[src/i2cbm_pkg.sv]
// Package for the I2C bit-level master: command codes, state types, helpers.
`default_nettype none
package i2cbm_pkg;

    typedef enum logic [2:0] {
        OP_START = 3'd0,
        OP_STOP  = 3'd1,
        OP_WRITE = 3'd2,
        OP_READ  = 3'd3,
        OP_SACK  = 3'd4,
        OP_RACK  = 3'd5
    } t_op;

    localparam logic [15:0] PHASE_TICKS_RST = 16'd10;
    localparam logic [15:0] TICK_MAX        = 16'hFFFF;

    // Bus state carried from one tick to the next.
    typedef struct packed {
        logic        scl;
        logic        sda;
        logic        active;
        t_op         cmd;
        logic [4:0]  phase;
        logic [15:0] ticks;
        logic [7:0]  tx_sh;
        logic [7:0]  rx_sh;
        logic        ack;
    } t_state;

    // One result transaction.
    typedef struct packed {
        logic       scl;
        logic       sda_out;
        logic       busy;
        logic       done;
        logic [7:0] rx_byte;
        logic       ack_seen;
    } t_result;

    localparam t_state STATE_RST = '{
        scl:    1'b1,
        sda:    1'b1,
        active: 1'b0,
        cmd:    OP_START,
        phase:  5'd0,
        ticks:  16'd0,
        tx_sh:  8'd0,
        rx_sh:  8'd0,
        ack:    1'b1
    };

    // Number of line phases per command.
    function automatic logic [4:0] seq_len(input t_op op);
        logic [4:0] len;
        case (op)
            OP_START: len = 5'd4;
            OP_STOP:  len = 5'd3;
            OP_WRITE: len = 5'd24;
            OP_READ:  len = 5'd25;
            OP_SACK:  len = 5'd3;
            OP_RACK:  len = 5'd4;
            default:  len = 5'd4;
        endcase
        return len;
    endfunction

    // p / 3 for p below 32: (p * 11) >> 5 is exact over that range.
    function automatic logic [3:0] div3(input logic [4:0] p);
        logic [8:0] prod;
        prod = 9'(p) * 9'd11;
        return prod[8:5];
    endfunction

endpackage
`default_nettype wire

[src/i2c_bit_level_master.sv]
// Top level of the I2C bit-level master: state, config register, output skid.
//
// Usage:
//  - Input channel (i_in_valid / o_in_stall): one transaction per bit-timer
//    tick, carrying an optional command (start, stop, write byte, read byte,
//    send ack, receive ack) and the sampled SDA level.
//  - Output channel (o_out_valid / i_out_stall): one transaction per input
//    transaction, giving SCL/SDA drive levels, busy, done pulse, the read
//    shift register and the last sampled ack.
//  - Config: i_cfg_wr_en writes i_cfg_wr_data into phase_ticks (ticks each
//    line phase is held, 0 acts as 1). Write only with no transaction in
//    flight; a new value applies from the next tick, also mid-command.
//  - Each result is registered (skid reg if the output stalls). Throughput:
//    one transaction per cycle while o_in_stall is low, set by the single
//    next-state step between the state registers and the result reg.
//  - Commands arriving while busy, and codes 6 and 7, are ignored.
//  - Stall: a two-entry output buffer (result reg + skid reg) takes one more
//    input while the output stalls; after that o_in_stall stays high
//    until the result reg is taken and the skid result moves into it.
//  - Reset (synchronous, active low): lines idle high, block idle,
//    phase_ticks = 10, ack_seen = 1, output buffer empty.
`default_nettype none
module i2c_bit_level_master
    import i2cbm_pkg::*;
(
    input  logic        i_clk,
    input  logic        i_rst_n,
    input  logic        i_cfg_wr_en,
    input  logic [15:0] i_cfg_wr_data,
    input  logic        i_in_valid,
    output logic        o_in_stall,
    input  logic        i_cmd_valid,
    input  logic [2:0]  i_operation,
    input  logic [7:0]  i_tx_byte,
    input  logic        i_ack_out,
    input  logic        i_sda_in,
    output logic        o_out_valid,
    input  logic        i_out_stall,
    output logic        o_scl,
    output logic        o_sda_out,
    output logic        o_busy_res,
    output logic        o_done_res,
    output logic [7:0]  o_rx_byte,
    output logic        o_ack_seen
);

    logic [15:0] r_phase_ticks;
    t_state      r_state;
    t_state      w_step_state;
    logic        w_step_done;
    t_result     w_res;

    logic        r_out_vld, n_out_vld;
    logic        r_skid_vld, n_skid_vld;
    t_result     r_out, n_out;
    t_result     r_skid, n_skid;

    logic        w_accept;
    logic        w_out_take;

    assign o_in_stall = r_skid_vld;
    assign w_accept   = i_in_valid && !r_skid_vld;
    assign w_out_take = r_out_vld && !i_out_stall;

    i2cbm_step u_step (
        .i_state       (r_state),
        .i_cmd_valid   (i_cmd_valid),
        .i_operation   (i_operation),
        .i_tx_byte     (i_tx_byte),
        .i_ack_out     (i_ack_out),
        .i_sda_in      (i_sda_in),
        .i_phase_ticks (r_phase_ticks),
        .o_state       (w_step_state),
        .o_done        (w_step_done)
    );

    assign w_res = '{
        scl:      w_step_state.scl,
        sda_out:  w_step_state.sda,
        busy:     w_step_state.active,
        done:     w_step_done,
        rx_byte:  w_step_state.rx_sh,
        ack_seen: w_step_state.ack
    };

    // config register and bus state
    always_ff @(posedge i_clk) begin
        if (!i_rst_n) begin
            r_phase_ticks <= PHASE_TICKS_RST;
            r_state       <= STATE_RST;
        end else begin
            if (i_cfg_wr_en) r_phase_ticks <= i_cfg_wr_data;
            if (w_accept)    r_state       <= w_step_state;
        end
    end

    // output buffer: result reg in front, skid reg behind it
    always_comb begin
        n_out_vld  = r_out_vld;
        n_skid_vld = r_skid_vld;
        n_out      = r_out;
        n_skid     = r_skid;
        if (w_accept) begin
            // skid is empty here
            if (!r_out_vld || w_out_take) begin
                n_out     = w_res;
                n_out_vld = 1'b1;
            end else begin
                n_skid     = w_res;
                n_skid_vld = 1'b1;
            end
        end else if (w_out_take) begin
            if (r_skid_vld) begin
                n_out      = r_skid;
                n_skid_vld = 1'b0;
            end else begin
                n_out_vld = 1'b0;
            end
        end
    end

    always_ff @(posedge i_clk) begin
        if (!i_rst_n) begin
            r_out_vld  <= 1'b0;
            r_skid_vld <= 1'b0;
        end else begin
            r_out_vld  <= n_out_vld;
            r_skid_vld <= n_skid_vld;
        end
    end

    always_ff @(posedge i_clk) begin
        r_out  <= n_out;
        r_skid <= n_skid;
    end

    assign o_out_valid = r_out_vld;
    assign o_scl       = r_out.scl;
    assign o_sda_out   = r_out.sda_out;
    assign o_busy_res  = r_out.busy;
    assign o_done_res  = r_out.done;
    assign o_rx_byte   = r_out.rx_byte;
    assign o_ack_seen  = r_out.ack_seen;

`ifndef SYNTH
    // done tick already reports idle
    a_done_idle: assert property (@(posedge i_clk) disable iff (!i_rst_n)
        o_out_valid && o_done_res |-> !o_busy_res)
        else $error("done with busy set");

    // skid holds data only behind a full result reg
    a_skid_order: assert property (@(posedge i_clk) disable iff (!i_rst_n)
        r_skid_vld |-> r_out_vld)
        else $error("skid valid with empty output");

    // idle block keeps phase and tick counters cleared
    a_idle_clear: assert property (@(posedge i_clk) disable iff (!i_rst_n)
        !r_state.active |-> (r_state.phase == 5'd0) && (r_state.ticks == 16'd0))
        else $error("counters not cleared while idle");

    // phase never runs past the command length
    a_phase_bound: assert property (@(posedge i_clk) disable iff (!i_rst_n)
        r_state.active |-> r_state.phase < seq_len(r_state.cmd))
        else $error("phase index out of range");

    // state only moves on an accepted transaction
    a_state_hold: assert property (@(posedge i_clk) disable iff (!i_rst_n)
        !w_accept |=> $stable(r_state))
        else $error("state changed without a transaction");
`endif

endmodule
`default_nettype wire

[src/i2cbm_step.sv]
// One-tick next-state logic of the I2C bit-level master.
`default_nettype none
module i2cbm_step
    import i2cbm_pkg::*;
(
    input  t_state      i_state,
    input  logic        i_cmd_valid,
    input  logic [2:0]  i_operation,
    input  logic [7:0]  i_tx_byte,
    input  logic        i_ack_out,
    input  logic        i_sda_in,
    input  logic [15:0] i_phase_ticks,
    output t_state      o_state,
    output logic        o_done
);

    always_comb begin
        t_state     s;
        logic [3:0] q;
        logic [4:0] r;
        logic [4:0] pm1;
        logic [3:0] qm1;
        logic [4:0] rm1;
        logic [15:0] tick_inc;
        logic [4:0] phase_inc;

        s         = i_state;
        o_done    = 1'b0;
        tick_inc  = 16'd0;
        phase_inc = 5'd0;

        // command launch, only when idle and the code is known
        if (!s.active && i_cmd_valid && (i_operation <= OP_RACK)) begin
            s.active = 1'b1;
            s.cmd    = t_op'(i_operation);
            s.phase  = 5'd0;
            s.ticks  = 16'd0;
            if (s.cmd == OP_WRITE) begin
                s.tx_sh = i_tx_byte;
            end else if (s.cmd == OP_SACK) begin
                s.tx_sh = {i_ack_out, 7'd0};
            end else if (s.cmd == OP_READ) begin
                s.rx_sh = 8'd0;
            end
        end

        q   = div3(s.phase);
        r   = s.phase - (5'(q) * 5'd3);
        pm1 = s.phase - 5'd1;
        qm1 = div3(pm1);
        rm1 = pm1 - (5'(qm1) * 5'd3);

        if (s.active) begin
            // line change or sample on the first tick of a phase
            if (s.ticks == 16'd0) begin
                unique case (s.cmd)
                    OP_START: begin
                        if (s.phase == 5'd0)      s.sda = 1'b1;
                        else if (s.phase == 5'd1) s.scl = 1'b1;
                        else if (s.phase == 5'd2) s.sda = 1'b0;
                        else                      s.scl = 1'b0;
                    end
                    OP_STOP: begin
                        if (s.phase == 5'd0)      s.sda = 1'b0;
                        else if (s.phase == 5'd1) s.scl = 1'b1;
                        else                      s.sda = 1'b1;
                    end
                    OP_WRITE: begin
                        if (r == 5'd0)      s.sda = s.tx_sh[3'd7 - q[2:0]];
                        else if (r == 5'd1) s.scl = 1'b1;
                        else                s.scl = 1'b0;
                    end
                    OP_READ: begin
                        if (s.phase == 5'd0)  s.sda = 1'b1;
                        else if (rm1 == 5'd0) s.scl = 1'b1;
                        else if (rm1 == 5'd1) s.rx_sh = {s.rx_sh[6:0], i_sda_in};
                        else                  s.scl = 1'b0;
                    end
                    OP_SACK: begin
                        if (s.phase == 5'd0)      s.sda = s.tx_sh[7];
                        else if (s.phase == 5'd1) s.scl = 1'b1;
                        else                      s.scl = 1'b0;
                    end
                    default: begin
                        if (s.phase == 5'd0)      s.sda = 1'b1;
                        else if (s.phase == 5'd1) s.scl = 1'b1;
                        else if (s.phase == 5'd2) s.ack = i_sda_in;
                        else                      s.scl = 1'b0;
                    end
                endcase
            end

            tick_inc = (s.ticks != TICK_MAX) ? s.ticks + 16'd1 : s.ticks;
            s.ticks  = tick_inc;
            if (tick_inc >= i_phase_ticks) begin
                phase_inc = s.phase + 5'd1;
                s.ticks   = 16'd0;
                s.phase   = phase_inc;
                if (phase_inc >= seq_len(s.cmd)) begin
                    s.active = 1'b0;
                    s.phase  = 5'd0;
                    o_done   = 1'b1;
                end
            end
        end

        o_state = s;
    end

endmodule
`default_nettype wire

[config.mk]
export PLATFORM = sky130hd
export DESIGN_NAME = i2c_bit_level_master
export DESIGN_NICKNAME = d
export VERILOG_FILES = /design/src/i2cbm_pkg.sv /design/src/i2c_bit_level_master.sv /design/src/i2cbm_step.sv
export SDC_FILE = /design/constraint.sdc
export NUM_CORES = 1
export LEC_CHECK = 0
export BUFFER_PORTS_ARGS = -buffer_cell sky130_fd_sc_hd__buf_2
export CORE_ASPECT_RATIO = 1.2
export CORE_MARGIN = 2
export CORE_UTILIZATION = 50
export CTS_CLUSTER_DIAMETER = 40
export DETAILED_ROUTE_END_ITERATION = 8
export GPL_ROUTABILITY_DRIVEN = 0
export HOLD_SLACK_MARGIN = 0.03
export PLACE_DENSITY_LB_ADDON = 0.08
export SETUP_SLACK_MARGIN = 0.02
export SLEW_MARGIN = 40
export SYNTH_ARGS = -nofsm -noshare
export SYNTH_HDL_FRONTEND = slang
export SYNTH_SLANG_ARGS = --single-unit
[constraint.sdc]
create_clock -name i_clk -period 10.3 [get_ports i_clk]
set_clock_uncertainty 0.1 [all_clocks]
set_input_delay 2.06 -clock i_clk [delete_from_list [all_inputs] [get_ports i_clk]]
set_output_delay 2.06 -clock i_clk [all_outputs]
set_load 0.1 [all_outputs]
==> impl_metrics.tcl <==
set metrics [dict create \
    status "complete, no violations" \
    peakVddDrop_uv 94.6 \
    path_buf_inv 7 \
    cp-startpoint "i_operation[2]" \
    worst_pin_slew_ns 0.800 \
    dieArea_um2 13900 \
    critical_path_depth 31 \
    ys_types 80 \
    maxCapViolCount 0 \
    vias 5318 \
    synth.avg_cell_area_um2 8.89 \
    syn_to_final_growth_pct 9.28 \
    slew_headroom 0.464 \
    synth_top_family_by_area "simple AND/OR/NAND/NOR gates" \
    synth_compound_area_frac 0.191 \
    worstPathArrival_ns 8.55 \
    dpl_cell_area_um2 6800 \
    cts_sinks 88 \
    coreArea_um2 12700 \
    clock_path_buffers 2 \
    hold_end "r_state[8]" \
    drive_gt1_frac 0.132 \
    max_stage_delay_ns 0.50 \
    dieHeight_um 129 \
    grt.met3_usage 0.0451 \
    grt_start_max_net_pins 58 \
    dp_cells 916 \
    rsz0062_at_grt "no" \
    synth_xor_area_frac 0.0460 \
    grtUsageMet2 0.397 \
    io-pin-count 50 \
    synth_top_cells_by_area "dfxtp_1, ha_1, edfxtp_1, nand2_1, mux2i_1" \
    fmax_mhz 117 \
    antenna-diode-count 0 \
    start_util 0.513 \
    numCtsBuffers 9 \
    hold_slack_ns 0.376 \
    synthCells 731 \
    cp_max_fo 25 \
    crit_family "adder cells" \
    setup-tns-final_ns 0 \
    wl_mm 14.9 \
    gr-total-overflow 0 \
    yosysTopAreaCellShare 0.191 \
    yosys_warnings 0 \
    synth_area_um2 6500 \
    worstSetupPathType "in -> reg" \
    route.detailed.drc 0 \
    top_usage_layer "met2" \
    portBuffers 49 \
    startpoint_type "input pin" \
    hold_path.startpoint "r_state[8]" \
    grt_util_met1 0.269 \
    yosysSeqAreaShare 0.311 \
    synthSimpleGateAreaFrac 0.192 \
    post_drt_wl_per_cell_um 16.0 \
    slew_violations 0 \
    setup_viol 0 \
    ys_ff_latch 88 \
    cts-root-buf "clkbuf_16" \
    cp_slowest_cell "fa_1" \
    reg2reg_depth 30 \
    ctsHoldBuffers 0 \
    cp-end-kind "flop" \
    dpl.hpwl_mm 11.3 \
    clk_latency_ns 0.34 \
    cts-resized-gates 0 \
    die_w_um 108 \
    crit_top_cell "inv_1" \
    synthFlopType "dfxtp_1" \
    hold_depth 2 \
    netlist_top_cells_count "nand2_1, ha_1, dfxtp_1" \
    post-route-period-util 0.831 \
    synth_async_sr_flop_share 0 \
    synthMostInstantiatedCell "nand2_1" \
    antenna_found_initial 0 \
    first_global_vias 5171 \
    post_drt_via_cell_ratio 5.71 \
    cts_tree "yes" \
    worstPathRequired_ns 10.29 \
    grt_util_all_layers 0.224 \
    r2r_slack_ns 2.92 \
    grt_pass1_wl_mm 24.9 \
    dr.first_iter.drc_count 271 \
    cts-htree-levels 3 \
    worst_hold_path_type "reg -> reg" \
    p_per_area_nw_per_um2 120 \
    final_area_um2 7100 \
    drtAntennaViolNets 0 \
    synth_nets 837 \
    num_rows 45 \
    post_cts_buffers 0 \
    period_needed_ns 8.56 \
    hold_violations 0 \
    firstDrtPassIters 5 \
    reg2reg_to "o_rx_byte[0]" \
    synth_top_area_cell "dfxtp_1" \
    synth_edf_count 26 \
    clkTransAtPathRegs_ns 0.07 \
    synth-adder-area-share 0.146 \
    synth_mux_area_frac 0.0470 \
    leakagePower_nw 3.09 \
    final_nets 869 \
    reg2reg_from "r_state[41]" \
    fin_cells 932 \
    final_core_util 0.561 \
]
power by group:
group          switching (mW)  leakage (nW)  internal [mW]
registers             0.00703         0.737          0.370
logic                   0.103          2.20         0.0438
clock network           0.154         0.144          0.172
total                   0.265          3.09          0.586
placed cells by master (no fill, tap or decap), drive strengths merged, types with 12 or more instances in the layout:
cell type  count
nand3         15
a21boi        14
mux2i         26
nor2b         27
inv           62
edfxtp        26
a21o          15
o21ai         23
o31ai         12
a21oi         27
dfxtp         62
xor2          13
o22ai         14
nand2         80
nor2          50
ha            63
xnor2         16
buf           56
logic make-up after synthesis:
group / count (synthesis)
xor gates and xnor gates: 31
DFF: 88
muxes: 30
and+or+nand+nor: 246
buffers and inverters: 94
adders and majority gates: 71
AOI/OAI and AO/OA: 171
worst register-to-register path, delay by kind of cell (launching register included):
kind	cells	cell delay (ns)
xor gates and xnor gates	3	0.65
DFF	1	0.61
AOI/OAI and AO/OA	3	0.57
adders and majority gates	5	1.95
and+or+nand+nor	11	1.91
buffers and inverters	6	0.74
muxes	2	0.62
layer usage:
| layer | up-vias | wire length, µm |
|---|---|---|
| li1 | 2683 | - |
| met1 | 2486 | 6320 |
| met2 | 120 | 7590 |
| met3 | 29 | 609 |
| met4 | 0 | 374 |
| met5 | - | 0 |
flip-flops by register name (all words and copies together) (netlist names):
register / count
r_skid: 13
o_sda_out: 1
r_phase_ticks: 16
o_busy_res: 1
o_out_valid: 1
o_in_stall: 1
o_ack_seen: 1
o_rx_byte: 8
o_done_res: 1
r_state: 44
o_scl: 1
area by class of cell:
cell class                 instances  area, µm²
clock buffer                       9        225
clock inverter                     7       75.1
fill                            1177       5570
inverter                          59        221
multi-input combinational        549       4050
sequential                        88       2020
tap                              164        205
timing repair buffer              56        300
metrics by stage:
stage	power [mW]	setup slack (ns)
detailed placement	0.532	1.33
CTS	0.859	1.69
global placement	0.529	1.66
floorplan	0.499	1.83
global route	0.886	1.16
finish	0.851	1.74
how the worst max path moves through the flow:
stage,end,slack [ns]
after CTS,o_rx_byte[0],1.69
final,o_rx_byte[0],1.74
after detailed placement,o_rx_byte[0],1.33
after global placement,o_rx_byte[0],1.66
after global routing,o_rx_byte[0],1.16
after floorplan,o_rx_byte[0],1.83
(Power assumes the default switching activity.)
